===== config.mk =====
export PLATFORM = sky130hd
export DESIGN_NAME = tensor_slice_address_walk_top
export DESIGN_NICKNAME = d
export VERILOG_FILES = /design/src/rtl/tsaw_pkg.sv /design/src/rtl/tsaw_cfg.sv /design/src/rtl/tsaw_ctrl.sv /design/src/rtl/tsaw_dp.sv /design/src/rtl/tensor_slice_address_walk_top.sv
export SDC_FILE = /design/constraint.sdc
export NUM_CORES = 2
export LEC_CHECK = 0
export ABC_AREA = 1
export BUFFER_PORTS_ARGS = -buffer_cell sky130_fd_sc_hd__buf_2
export CAP_MARGIN = 10
export CORE_ASPECT_RATIO = 0.8
export CORE_MARGIN = 1.5
export CORE_UTILIZATION = 56
export CTS_CLUSTER_SIZE = 12
export DETAILED_ROUTE_END_ITERATION = 16
export PLACE_DENSITY = 0.72
export REMOVE_ABC_BUFFERS = 1
export SETUP_SLACK_MARGIN = 0.05
export SLEW_MARGIN = 20
export SYNTH_ARGS = -nofsm -noshare
export SYNTH_HDL_FRONTEND = slang
export SYNTH_HIERARCHICAL = 1
export SYNTH_SLANG_ARGS = --single-unit

===== constraint.sdc =====
create_clock -name clk -period 10.8 [get_ports clk]
set_input_delay 0 -clock clk [delete_from_list [all_inputs] [get_ports clk]]
set_output_delay 0 -clock clk [all_outputs]
set_load 0.01 [all_outputs]

===== src/rtl/tsaw_pkg.sv =====
// tensor slice address walk: shared types, constants and the axis map
// used by the config, controller and datapath modules; no dependencies
`timescale 1ns / 1ps

package tsaw_pkg;

  localparam int DIM_BITS   = 16;
  localparam int INDEX_BITS = 32;
  localparam int MUL_W      = INDEX_BITS + DIM_BITS;
  localparam int REG_W      = 16;
  localparam int RANK_W     = 3;
  localparam int OUT_IDX_W  = 32;
  localparam int CFG_IDX_W  = 3;

  typedef logic [DIM_BITS-1:0]       dim_t;
  typedef logic [3:0][DIM_BITS-1:0]  dim4_t;
  typedef logic [INDEX_BITS-1:0]     idx_t;
  typedef logic [MUL_W-1:0]          mul_t;
  typedef logic [OUT_IDX_W-1:0]      out_idx_t;
  typedef logic [REG_W-1:0]          reg_t;
  typedef logic [RANK_W-1:0]         rank_t;
  typedef logic [CFG_IDX_W-1:0]      cfg_idx_t;
  typedef logic [1:0]                status_t;
  typedef logic [1:0]                axis_t;
  typedef logic [1:0]                step_t;

  // result status codes
  localparam status_t ST_OK        = 2'd0;
  localparam status_t ST_BAD_AXIS  = 2'd1;
  localparam status_t ST_BAD_RANGE = 2'd2;
  localparam status_t ST_OVERFLOW  = 2'd3;

  // register indexes
  localparam cfg_idx_t REG_RANK        = 3'd0;
  localparam cfg_idx_t REG_AXIS        = 3'd1;
  localparam cfg_idx_t REG_OUTER       = 3'd2;
  localparam cfg_idx_t REG_CHANNELS    = 3'd3;
  localparam cfg_idx_t REG_HEIGHT      = 3'd4;
  localparam cfg_idx_t REG_WIDTH       = 3'd5;
  localparam cfg_idx_t REG_SLICE_START = 3'd6;
  localparam cfg_idx_t REG_SLICE_END   = 3'd7;

  // rank codes
  localparam rank_t RANK_CHW   = 3'd3;
  localparam rank_t RANK_BCHW  = 3'd4;
  localparam rank_t RANK_BTCHW = 3'd5;

  // multiply-accumulate steps over the channel, row and column digits
  localparam step_t STEP_LAST = 2'd2;

  // user axis to merged axis, per rank
  localparam axis_t AXIS_MAP3 [3] = '{2'd1, 2'd2, 2'd3};
  localparam axis_t AXIS_MAP4 [4] = '{2'd0, 2'd1, 2'd2, 2'd3};
  localparam axis_t AXIS_MAP5 [5] = '{2'd0, 2'd0, 2'd1, 2'd2, 2'd3};

  typedef struct packed {
    rank_t rank;
    rank_t axis;
    reg_t  outer;
    reg_t  channels;
    reg_t  height;
    reg_t  width;
    reg_t  slice_start;
    reg_t  slice_end;
  } cfg_t;

  typedef struct packed {
    logic  load;
    logic  step;
    step_t step_idx;
    logic  finish;
  } cmd_t;

  typedef struct packed {
    logic early_err;
  } stat_t;

  function automatic axis_t map_axis(input rank_t rank, input rank_t axis);
    axis_t m;
    m = 2'd0;
    unique case (rank)
      RANK_CHW:   if (axis < 3'd3) m = AXIS_MAP3[axis[1:0]];
      RANK_BCHW:  if (axis < 3'd4) m = AXIS_MAP4[axis[1:0]];
      RANK_BTCHW: if (axis < 3'd5) m = AXIS_MAP5[axis];
      default:    m = 2'd0;
    endcase
    return m;
  endfunction

endpackage


===== src/rtl/tsaw_cfg.sv =====
// tensor slice address walk: configuration register file
// depends on tsaw_pkg for the register indexes and the cfg_t struct
`timescale 1ns / 1ps

module tsaw_cfg (
  input  logic              clk,
  input  logic              rst_n,
  input  logic              cfg_we,
  input  tsaw_pkg::cfg_idx_t cfg_index,
  input  tsaw_pkg::reg_t    cfg_wdata,
  output tsaw_pkg::cfg_t    cfg
);

  tsaw_pkg::cfg_t cfg_r;

  always_ff @(posedge clk) begin
    if (!rst_n) begin
      cfg_r.rank        <= 3'd4;
      cfg_r.axis        <= 3'd0;
      cfg_r.outer       <= 16'd1;
      cfg_r.channels    <= 16'd1;
      cfg_r.height      <= 16'd1;
      cfg_r.width       <= 16'd1;
      cfg_r.slice_start <= 16'd0;
      cfg_r.slice_end   <= 16'd1;
    end else if (cfg_we) begin
      unique case (cfg_index)
        tsaw_pkg::REG_RANK:        cfg_r.rank        <= cfg_wdata[2:0];
        tsaw_pkg::REG_AXIS:        cfg_r.axis        <= cfg_wdata[2:0];
        tsaw_pkg::REG_OUTER:       cfg_r.outer       <= cfg_wdata;
        tsaw_pkg::REG_CHANNELS:    cfg_r.channels    <= cfg_wdata;
        tsaw_pkg::REG_HEIGHT:      cfg_r.height      <= cfg_wdata;
        tsaw_pkg::REG_WIDTH:       cfg_r.width       <= cfg_wdata;
        tsaw_pkg::REG_SLICE_START: cfg_r.slice_start <= cfg_wdata;
        tsaw_pkg::REG_SLICE_END:   cfg_r.slice_end   <= cfg_wdata;
        default: ;
      endcase
    end
  end

  assign cfg = cfg_r;

endmodule


===== src/rtl/tsaw_ctrl.sv =====
// tensor slice address walk: sequencing state machine
// depends on tsaw_pkg for the command and status structs
`timescale 1ns / 1ps

module tsaw_ctrl (
  input  logic            clk,
  input  logic            rst_n,
  input  logic            in_tvalid,
  output logic            in_tready,
  output logic            out_tvalid,
  input  logic            out_tready,
  input  tsaw_pkg::stat_t stat,
  output tsaw_pkg::cmd_t  cmd
);

  localparam logic [1:0] S_IDLE = 2'd0;
  localparam logic [1:0] S_RUN  = 2'd1;
  localparam logic [1:0] S_FIN  = 2'd2;

  logic [1:0]      state_r, state_nxt;
  tsaw_pkg::step_t step_r, step_nxt;
  logic            out_valid_r, out_valid_nxt;

  always_comb begin
    state_nxt    = state_r;
    step_nxt     = step_r;
    cmd          = '0;
    cmd.step_idx = step_r;
    unique case (state_r)
      S_IDLE: begin
        if (in_tvalid) begin
          cmd.load  = 1'b1;
          step_nxt  = 2'd0;
          state_nxt = S_RUN;
        end
      end
      S_RUN: begin
        // a bad axis or range needs no index arithmetic
        if (stat.early_err) begin
          state_nxt = S_FIN;
        end else begin
          cmd.step = 1'b1;
          if (step_r == tsaw_pkg::STEP_LAST) begin
            state_nxt = S_FIN;
          end else begin
            step_nxt = step_r + 2'd1;
          end
        end
      end
      S_FIN: begin
        if (!out_valid_r || out_tready) begin
          cmd.finish = 1'b1;
          state_nxt  = S_IDLE;
        end
      end
      default: state_nxt = S_IDLE;
    endcase
  end

  always_comb begin
    if (cmd.finish) begin
      out_valid_nxt = 1'b1;
    end else if (out_tready) begin
      out_valid_nxt = 1'b0;
    end else begin
      out_valid_nxt = out_valid_r;
    end
  end

  always_ff @(posedge clk) begin
    if (!rst_n) begin
      state_r     <= S_IDLE;
      step_r      <= 2'd0;
      out_valid_r <= 1'b0;
    end else begin
      state_r     <= state_nxt;
      step_r      <= step_nxt;
      out_valid_r <= out_valid_nxt;
    end
  end

  assign in_tready  = (state_r == S_IDLE);
  assign out_tvalid = out_valid_r;

endmodule


===== src/rtl/tsaw_dp.sv =====
// tensor slice address walk: shape checks, position walk and flat index
// multiply-accumulate lanes with the result register; depends on tsaw_pkg
`timescale 1ns / 1ps

module tsaw_dp (
  input  logic                clk,
  input  logic                rst_n,
  input  tsaw_pkg::cfg_t      cfg,
  input  logic                restart,
  input  tsaw_pkg::cmd_t      cmd,
  output tsaw_pkg::stat_t     stat,
  output tsaw_pkg::out_idx_t  out_src,
  output tsaw_pkg::out_idx_t  out_dst,
  output logic                out_last,
  output tsaw_pkg::status_t   out_status
);

  // walk position, held between items
  tsaw_pkg::dim4_t    pos_r;

  // per item working registers
  tsaw_pkg::dim4_t    dims_r, osh_r, dpos_r, spos_r, npos_r;
  logic               last_r;
  tsaw_pkg::status_t  code_r;
  tsaw_pkg::idx_t     acc_t_r, acc_d_r, acc_s_r;
  logic               ovf_r;

  // result register
  tsaw_pkg::out_idx_t res_src_r, res_dst_r;
  logic               res_last_r;
  tsaw_pkg::status_t  res_status_r;

  // setup, from configuration and held position
  tsaw_pkg::dim4_t    dims, osh, pos, ipos, npos;
  tsaw_pkg::dim_t     s, e, dsz;
  tsaw_pkg::axis_t    m;
  tsaw_pkg::status_t  code;
  logic               rank_ok, axis_err, range_err, outside, last;
  logic [3:0]         at_end;

  always_comb begin
    dims[0] = (cfg.rank == tsaw_pkg::RANK_CHW) ? tsaw_pkg::dim_t'(1)
                                               : tsaw_pkg::dim_t'(cfg.outer);
    dims[1] = tsaw_pkg::dim_t'(cfg.channels);
    dims[2] = tsaw_pkg::dim_t'(cfg.height);
    dims[3] = tsaw_pkg::dim_t'(cfg.width);
    s       = tsaw_pkg::dim_t'(cfg.slice_start);
    e       = tsaw_pkg::dim_t'(cfg.slice_end);
    m       = tsaw_pkg::map_axis(cfg.rank, cfg.axis);
    dsz     = dims[m];

    rank_ok   = (cfg.rank == tsaw_pkg::RANK_CHW) || (cfg.rank == tsaw_pkg::RANK_BCHW) ||
                (cfg.rank == tsaw_pkg::RANK_BTCHW);
    axis_err  = !rank_ok || (cfg.axis >= cfg.rank);
    range_err = (s >= dsz) || (e > dsz) || (e <= s) ||
                (dims[0] == '0) || (dims[1] == '0) || (dims[2] == '0) || (dims[3] == '0);
    if (axis_err) begin
      code = tsaw_pkg::ST_BAD_AXIS;
    end else if (range_err) begin
      code = tsaw_pkg::ST_BAD_RANGE;
    end else begin
      code = tsaw_pkg::ST_OK;
    end

    osh    = dims;
    osh[m] = e - s;

    outside = 1'b0;
    for (int d = 0; d < 4; d++) begin
      if (pos_r[d] >= osh[d]) outside = 1'b1;
    end
    pos = (restart || outside) ? '0 : pos_r;

    for (int d = 0; d < 4; d++) begin
      at_end[d] = (pos[d] == osh[d] - tsaw_pkg::dim_t'(1));
    end
    last = &at_end;

    // odometer step, column fastest; wraps to all zero after the last element
    npos[3] = at_end[3] ? '0 : pos[3] + tsaw_pkg::dim_t'(1);
    npos[2] = !at_end[3] ? pos[2] : (at_end[2] ? '0 : pos[2] + tsaw_pkg::dim_t'(1));
    npos[1] = !(at_end[3] && at_end[2]) ? pos[1] :
              (at_end[1] ? '0 : pos[1] + tsaw_pkg::dim_t'(1));
    npos[0] = !(at_end[3] && at_end[2] && at_end[1]) ? pos[0] :
              (at_end[0] ? '0 : pos[0] + tsaw_pkg::dim_t'(1));

    ipos    = pos;
    ipos[m] = s + pos[m];
  end

  // one multiply-accumulate per lane and step: digit step_idx + 1
  tsaw_pkg::axis_t dig;
  tsaw_pkg::mul_t  mt, md, ms, d0_ext;

  always_comb begin
    dig    = cmd.step_idx + 2'd1;
    mt     = tsaw_pkg::mul_t'(acc_t_r) * tsaw_pkg::mul_t'(dims_r[dig]);
    md     = tsaw_pkg::mul_t'(acc_d_r) * tsaw_pkg::mul_t'(osh_r[dig])
             + tsaw_pkg::mul_t'(dpos_r[dig]);
    ms     = tsaw_pkg::mul_t'(acc_s_r) * tsaw_pkg::mul_t'(dims_r[dig])
             + tsaw_pkg::mul_t'(spos_r[dig]);
    d0_ext = tsaw_pkg::mul_t'(dims[0]);
  end

  logic err_fin;
  assign err_fin = (code_r != tsaw_pkg::ST_OK) || ovf_r;

  always_ff @(posedge clk) begin
    if (cmd.load) begin
      dims_r  <= dims;
      osh_r   <= osh;
      dpos_r  <= pos;
      spos_r  <= ipos;
      npos_r  <= npos;
      last_r  <= last;
      code_r  <= code;
      acc_t_r <= tsaw_pkg::idx_t'(dims[0]);
      acc_d_r <= tsaw_pkg::idx_t'(pos[0]);
      acc_s_r <= tsaw_pkg::idx_t'(ipos[0]);
      ovf_r   <= (d0_ext >> tsaw_pkg::INDEX_BITS) != '0;
    end else if (cmd.step) begin
      acc_t_r <= mt[tsaw_pkg::INDEX_BITS-1:0];
      acc_d_r <= md[tsaw_pkg::INDEX_BITS-1:0];
      acc_s_r <= ms[tsaw_pkg::INDEX_BITS-1:0];
      // dims are non-zero here, so once over the limit the product stays over
      if (mt[tsaw_pkg::MUL_W-1:tsaw_pkg::INDEX_BITS] != '0) ovf_r <= 1'b1;
    end
  end

  always_ff @(posedge clk) begin
    if (cmd.finish) begin
      res_src_r  <= err_fin ? '0 : tsaw_pkg::out_idx_t'(acc_s_r);
      res_dst_r  <= err_fin ? '0 : tsaw_pkg::out_idx_t'(acc_d_r);
      res_last_r <= err_fin ? 1'b0 : last_r;
      if (code_r != tsaw_pkg::ST_OK) begin
        res_status_r <= code_r;
      end else if (ovf_r) begin
        res_status_r <= tsaw_pkg::ST_OVERFLOW;
      end else begin
        res_status_r <= tsaw_pkg::ST_OK;
      end
    end
  end

  always_ff @(posedge clk) begin
    if (!rst_n) begin
      pos_r <= '0;
    end else if (cmd.finish) begin
      pos_r <= err_fin ? '0 : npos_r;
    end
  end

  assign stat.early_err = (code_r != tsaw_pkg::ST_OK);
  assign out_src        = res_src_r;
  assign out_dst        = res_dst_r;
  assign out_last       = res_last_r;
  assign out_status     = res_status_r;

endmodule


===== src/rtl/tensor_slice_address_walk_top.sv =====
// tensor slice address walk: top level, stream ports and assertions
// sequence: load, the three shared multiply-accumulate steps of the flat index chain in
// the datapath (skipped on a bad axis or range), then finish into the result register,
// which waits while an earlier result is not yet taken; one item is in flight at a time
// reset: synchronous active low rst_n; walk position cleared, registers to defaults
// depends on tsaw_pkg, tsaw_cfg, tsaw_ctrl and tsaw_dp
`timescale 1ns / 1ps

module tensor_slice_address_walk_top (
  input  logic                 clk,
  input  logic                 rst_n,
  input  logic                 in_tvalid,
  output logic                 in_tready,
  input  logic [7:0]           in_tdata,   // [0] restart, [7:1] zero
  output logic                 out_tvalid,
  input  logic                 out_tready,
  output logic [63:0]          out_tdata,  // [31:0] src_index, [63:32] dst_index
  output logic                 out_tlast,
  output logic [1:0]           out_tuser,  // [1:0] status
  input  logic                 cfg_we,
  input  tsaw_pkg::cfg_idx_t   cfg_index,
  input  tsaw_pkg::reg_t       cfg_wdata
);

  tsaw_pkg::cfg_t     cfg;
  tsaw_pkg::cmd_t     cmd;
  tsaw_pkg::stat_t    stat;
  tsaw_pkg::out_idx_t src, dst;
  tsaw_pkg::status_t  status;
  logic               last;

  tsaw_cfg u_cfg (
    .clk       (clk),
    .rst_n     (rst_n),
    .cfg_we    (cfg_we),
    .cfg_index (cfg_index),
    .cfg_wdata (cfg_wdata),
    .cfg       (cfg)
  );

  tsaw_ctrl u_ctrl (
    .clk        (clk),
    .rst_n      (rst_n),
    .in_tvalid  (in_tvalid),
    .in_tready  (in_tready),
    .out_tvalid (out_tvalid),
    .out_tready (out_tready),
    .stat       (stat),
    .cmd        (cmd)
  );

  tsaw_dp u_dp (
    .clk        (clk),
    .rst_n      (rst_n),
    .cfg        (cfg),
    .restart    (in_tdata[0]),
    .cmd        (cmd),
    .stat       (stat),
    .out_src    (src),
    .out_dst    (dst),
    .out_last   (last),
    .out_status (status)
  );

  assign out_tdata = {dst, src};
  assign out_tlast = last;
  assign out_tuser = status;

  // one item in flight: no new transfer straight after one is taken
  a_one_in_flight: assert property (@(posedge clk) disable iff (!rst_n)
    (in_tvalid && in_tready) |=> !in_tready)
    else $error("input taken while an item is in flight");

  // error results carry zero indexes and no last marker
  a_error_zero: assert property (@(posedge clk) disable iff (!rst_n)
    (out_tvalid && (out_tuser != tsaw_pkg::ST_OK)) |-> ((out_tdata == '0) && !out_tlast))
    else $error("error result with non-zero payload");

  // reset leaves the block empty and ready
  a_reset_empty: assert property (@(posedge clk)
    !rst_n |=> (!out_tvalid && in_tready))
    else $error("block not empty after reset");

endmodule


# After elaboration in Yosys (flattened, before gate mapping)

Memories as Yosys holds them, arrays and structs flattened.
Index checks and enable logic that the tools add are counted.

Flip-flop bits (word level): 658
Memory bits (read-only): 16
Input bits: 32
Output and inout port bits: 69
Word-level logic and storage cells: 212
Memories kept: 1

$add $sub $neg: 13
$mul: 3
Magnitude comparators: 16
Equal/unequal tests: 22
Multiplexer cells: 67
Bitwise gates (word level): 2
Reductions and logical operators: 40

Memories:

| memory          | depth | width | rd ports | clocked after memory_dff | write ports | RTL line       | text |
|---|---|---|---|---|---|---|---|
| (no name shown) | 8     | 2     | 1        | 0                        | 0           | tsaw_pkg.sv:84 | `RANK_BTCHW: if (axis < 3'd5) m = AXIS_MAP5[axis];` |

Operators with widths:

| cell                                               | count |
|---|---|
| 2-to-1 mux 16 bit                                  | 20 |
| binary-select mux 16 bit (select 2 bit)            | 6 |
| bitwise mux 64 bit                                 | 2 |
| 2-to-1 mux 64 bit                                  | 2 |
| greater-or-equal comparator 16 bit                 | 5 |
| adder 16 x 1 -> 16 bit, second input constant      | 4 |
| adder 32 x 16 -> 32 bit                            | 2 |
| equality test 16 bit                               | 4 |
| logical NOT 16 bit                                 | 4 |
| multiplier 32 x 16 -> 32 bit                       | 2 |
| subtractor 16 x 1 -> 16 bit, second input constant | 4 |
| multiplier 32 x 16 -> 48 bit                       | 1 |
| 2-to-1 mux 2 bit                                   | 19 |
| demux 16 bit (select 2 bit)                        | 1 |
| equality test 3 bit, second input constant         | 6 |
| AND reduction 2 bit                                | 9 |
| adder 16 bit                                       | 1 |
| greater-than comparator 16 bit                     | 1 |
| <= comparator 16 bit                               | 1 |
| nonzero test 16 bit                                | 1 |
| subtractor 16 bit                                  | 1 |
| logical OR 1 bit                                   | 12 |
| 2-to-1 mux 1 bit                                   | 12 |
| case mux 2 bit (3 select lines)                    | 2 |
| 26 further kinds                                   | 41 |

# Logic depth before layout (Yosys ltp)

Word-level depth: 23
Gate-level depth with buffers: 53
Mapped depth without buffers: 50

# By module

The synthesis kept the hierarchy.

Modules (own cells, without submodules):

| module    | times used | cells an instance | area each (um2) | seq. area each (um2) |
|---|---|---|---|---|
| tsaw_dp   | 1          | 8469              | 70153.5         | 15414.8 |
| tsaw_cfg  | 1          | 578               | 4083.9          | 2042.0 |
| tsaw_ctrl | 1          | 39                | 264.0           | 100.1 |

# Least setup slack after synthesis

OpenSTA, ideal clock, no wires.

Path type: register to register
From: register u_ctrl.state_r[0]
To: register u_dp.acc_d_r[0], enable pin
Library setup time: 407 ps
Arrival time: 8629 ps
Data required time: 10393 ps
Path slack: 1765 ps
Cell stages (with the launch flop): 8
Path buffers: 2
Clock period less this slack: 9035 ps
Cells stage by stage: dfxtp_1 > nor2_2 > nand2_2 > inv_1 > clkbuf_1 > inv_1 > clkbuf_1 > nand2_1

RTL lines:

| what                   | RTL line        | text |
|---|---|---|
| from (decl)            | tsaw_ctrl.sv:20 | `logic [1:0] state_r, state_nxt;` |
| from (signal assigned) | tsaw_ctrl.sv:76 | `state_r <= state_nxt;` |
| to (signal assigned)   | tsaw_dp.sv:118  | `acc_d_r <= tsaw_pkg::idx_t'(pos[0]);` |
| to (signal assigned)   | tsaw_dp.sv:123  | `acc_d_r <= md[tsaw_pkg::INDEX_BITS-1:0];` |
| to (decl)              | tsaw_dp.sv:25   | `tsaw_pkg::idx_t acc_t_r, acc_d_r, acc_s_r;` |

==> results.yml <==
worst_setup_path:
  required_ns: 11.25
  cpMostUsedCell: "nand2_1"
  r2r_start: "u_cfg/cfg[96]"
  worstSetupStartpoint: "u_cfg/cfg[96]"
  crit_fanout: 26
  crit_type: "reg -> reg"
  max_stage_delay_ns: 0.63
  crit_arrival_ns: 10.36
  startpoint_type: "flop"
  endpoint_kind: "flop"
  slowest_stage: "a31oi_1"
sta:
  tightest_slew_ns: 1.14
  timing.final.crit_share_pct: 91.7
  finalSetupViolCount: 0
  rsz0062_at_grt: "false"
  fin_tns_setup_ns: 0
  drv_slew: 0
  fmax_mhz: 101
  final.min_clock_period_ns: 9.90
  finClkSkew_ns: 0.0518
  slew_headroom_pct: 24.0
  finalHoldViolCount: 0
logic_synthesis:
  yosysSeqAreaShare_pct: 23.6
  synth_top_area_share_pct: 28.4
  synthArstFlopShare_pct: 0
  avgSynthCellArea_um2: 8.20
  synth_edf_count: 438
  yosysTopAreaCell: "fa_1"
  synth_commonest_cells: "nand2_1, inv_1, fa_1"
  yosysMostFrequentCell: "nand2_1"
  synth_area_um2: 74500
  yosysUniqueCellTypes: 64
  netlist_instances: 9086
  ys.flop_type: "edfxtp_1"
  ys_ff_latch: 658
  synthTopCellsByArea: "fa_1, edfxtp_1, nand2_1"
  ys.warnings.count: 6
global_route:
  grt_pass1_wl_mm: 382
  gr-usage-met1_pct: 53.2
  antenna_found_initial: 4
  grt_pass1_vias: 62777
  grt_max_degree: 161
  track_usage_pct: 37.7
  use_met3_pct: 9.38
  busiest_layer: "met2"
  grt.met2_usage_pct: 55.5
  grt-ovfl-total: 0
cts:
  clockBufferDepth: 3
  clk_pin_slew_ns: 0.06
  clock-root-buffer: "clkbuf_16"
  cts-htree-levels: 3
  clock_latency_ns: 0.73
  cts_sinks: 658
  cts_tree: "done"
  cts_made_buffers: 76
routing:
  ant_nets: 0
  route.detailed.drc: 12
  drt_iter0_drc: 7394
  firstDrtPassIters: 12
  vias: 63158
  vias_per_cell: 5.81
  finalWirelength_mm: 252
  wl_per_cell_um: 23.2
place:
  placed_cells: 10696
  hpwl_mm: 196
  place_congestion: 1.01
  placed_area_um2: 76700
  portBuffers: 93
die:
  dieArea_um2: 135000
  dieWidth_um: 411
  fp.dieH_um: 329
  ioPinCount: 101
  floorplan.initialDensity_pct: 56.5
  coreArea_um2: 132000
  row_count: 119
cells_and_area:
  regArea_um2: 17600
  multiInputGateArea_um2: 48800
  nFillCells: 11769
  final_cells: 10870
  finalInstanceArea_um2: 79600
  drive_gt1_share_pct: 5.38
  final_nets: 10564
  area_delta_synth_final_pct: 6.87
worst_hold_path:
  worstHoldStart: "cfg_wdata[0]"
  hold_path_class: "in -> reg"
job:
  maxCapViolCount: 0
run_status:
  status: "finished, violations left"
  violations: "DRC"
==> stage by stage <==
| stage | hold slack (ns) | setup WS [ns] | util (%) |
|---|---|---|---|
| floorplan | 0.0846 | -3.57 | - |
| detailed placement | 0.233 | 1.53 | 58.2 |
| global placement | 0.232 | 1.62 | 58.2 |
| finish | 0.163 | 0.895 | 60.4 |
| global route | 0.154 | 0.507 | 60.4 |
| CTS | 0.0876 | 1.47 | 60.4 |
==> layout by cell type, fill, tap and decap left out, types with 12 or more instances in the layout <==
cell,netlist,routed
inv_2,26,30
o22ai_1,20,20
xnor2_1,77,77
nand2_2,11,18
a221oi_1,18,18
o21a_1,14,14
dfxtp_1,220,220
o211ai_1,12,12
a221o_1,34,34
clkbuf_1,289,21
a31oi_1,24,24
nand2_1,2044,2037
or2_2,17,17
ha_1,422,422
a21boi_0,13,12
edfxtp_1,438,438
nor2_4,15,17
a21oi_1,343,343
xor2_1,139,139
nand3_1,278,278
clkbuf_16,0,77
nor4_1,32,32
buf_4,19,136
o21ai_0,345,343
nor2_2,29,31
fa_1,1058,1058
a22o_1,27,27
clkinv_1,18,24
inv_1,1736,1732
buf_2,24,92
nor2_1,1013,1009
nand4_1,88,88
nor3_1,37,37
dlygate4sd3_1,0,32
o221ai_1,22,16
a21o_1,14,14
o21ai_1,37,39
==> sequential cells by signal, indices dropped and copies added (netlist names), 32 cells and up <==
signal and count:
u_cfg/cfg 102, u_dp/dims_r 64, u_dp/dpos_r 64, u_dp/npos_r 64
u_dp/osh_r 64, u_dp/pos_r 64, u_dp/spos_r 64, u_dp/acc_d_r 32
u_dp/acc_s_r 32, u_dp/acc_t_r 32, u_dp/out_dst 32, u_dp/out_src 32
==> final timing paths <==
check,to,slack (ns),cells past startpoint
worst max-delay path,u_dp/acc_s_r[15],0.90,42
worst min-delay path,u_cfg/cfg[32],0.16,4
worst max register to register,u_dp/acc_s_r[15],0.90,42
worst min register to register,u_cfg/cfg[91],0.48,2
==> routing by layer <==
layer	routed length, um	vias up
li1	-	27959
met1	103000	30855
met2	107000	3735
met3	30100	603
met4	12000	6
met5	41	-
==> worst max-delay path: cells and delay by family (launching register included) <==
kind | cells | cell delay (ns)
compound gates | 12 | 2.98
xor+xnor | 2 | 0.72
fa+ha+maj | 3 | 0.96
buf+inv | 2 | 0.60
flops | 1 | 0.44
simple gates | 23 | 3.91
==> cell type report <==
type                       instances  share of cell area [%]
clock buffer                     103                    2.61
sequential                       658                    22.1
antenna                            3                 0.00943
clock inverter                    36                   0.597
tap                             1754                    2.76
inverter                        1780                    8.40
timing repair buffer             263                    2.33
multi-input combinational       6273                    61.3
==> repair_timing <==
| item | in CTS | in global routing |
|---|---|---|
| gates resized for setup | 0 | 0 |
| buffers inserted | 0 | 0 |
| endpoints found under the hold margin | 185 | 0 |
| hold buffers | 32 | 0 |
==> cells by family (layout without fill, tap and decap cells) <==
group / Yosys count / after routing / synth area share (%)
DFF: 658 / 658 / 23.6
xor gates and xnor gates: 216 / 216 / 2.54
adders and majority gates: 1480 / 1480 / 35.5
AOI/OAI and AO/OA: 970 / 970 / 7.55
and+or+nand+nor: 3606 / 3606 / 19.7
other: 0 / 3 / 0
muxes: 1 / 1 / 0.0134
buffers and inverters: 2155 / 2182 / 11.1
Power is left out: the tool's default activity adds up to more than one toggle a clock period on the data nets, which glitch-free logic cannot reach.
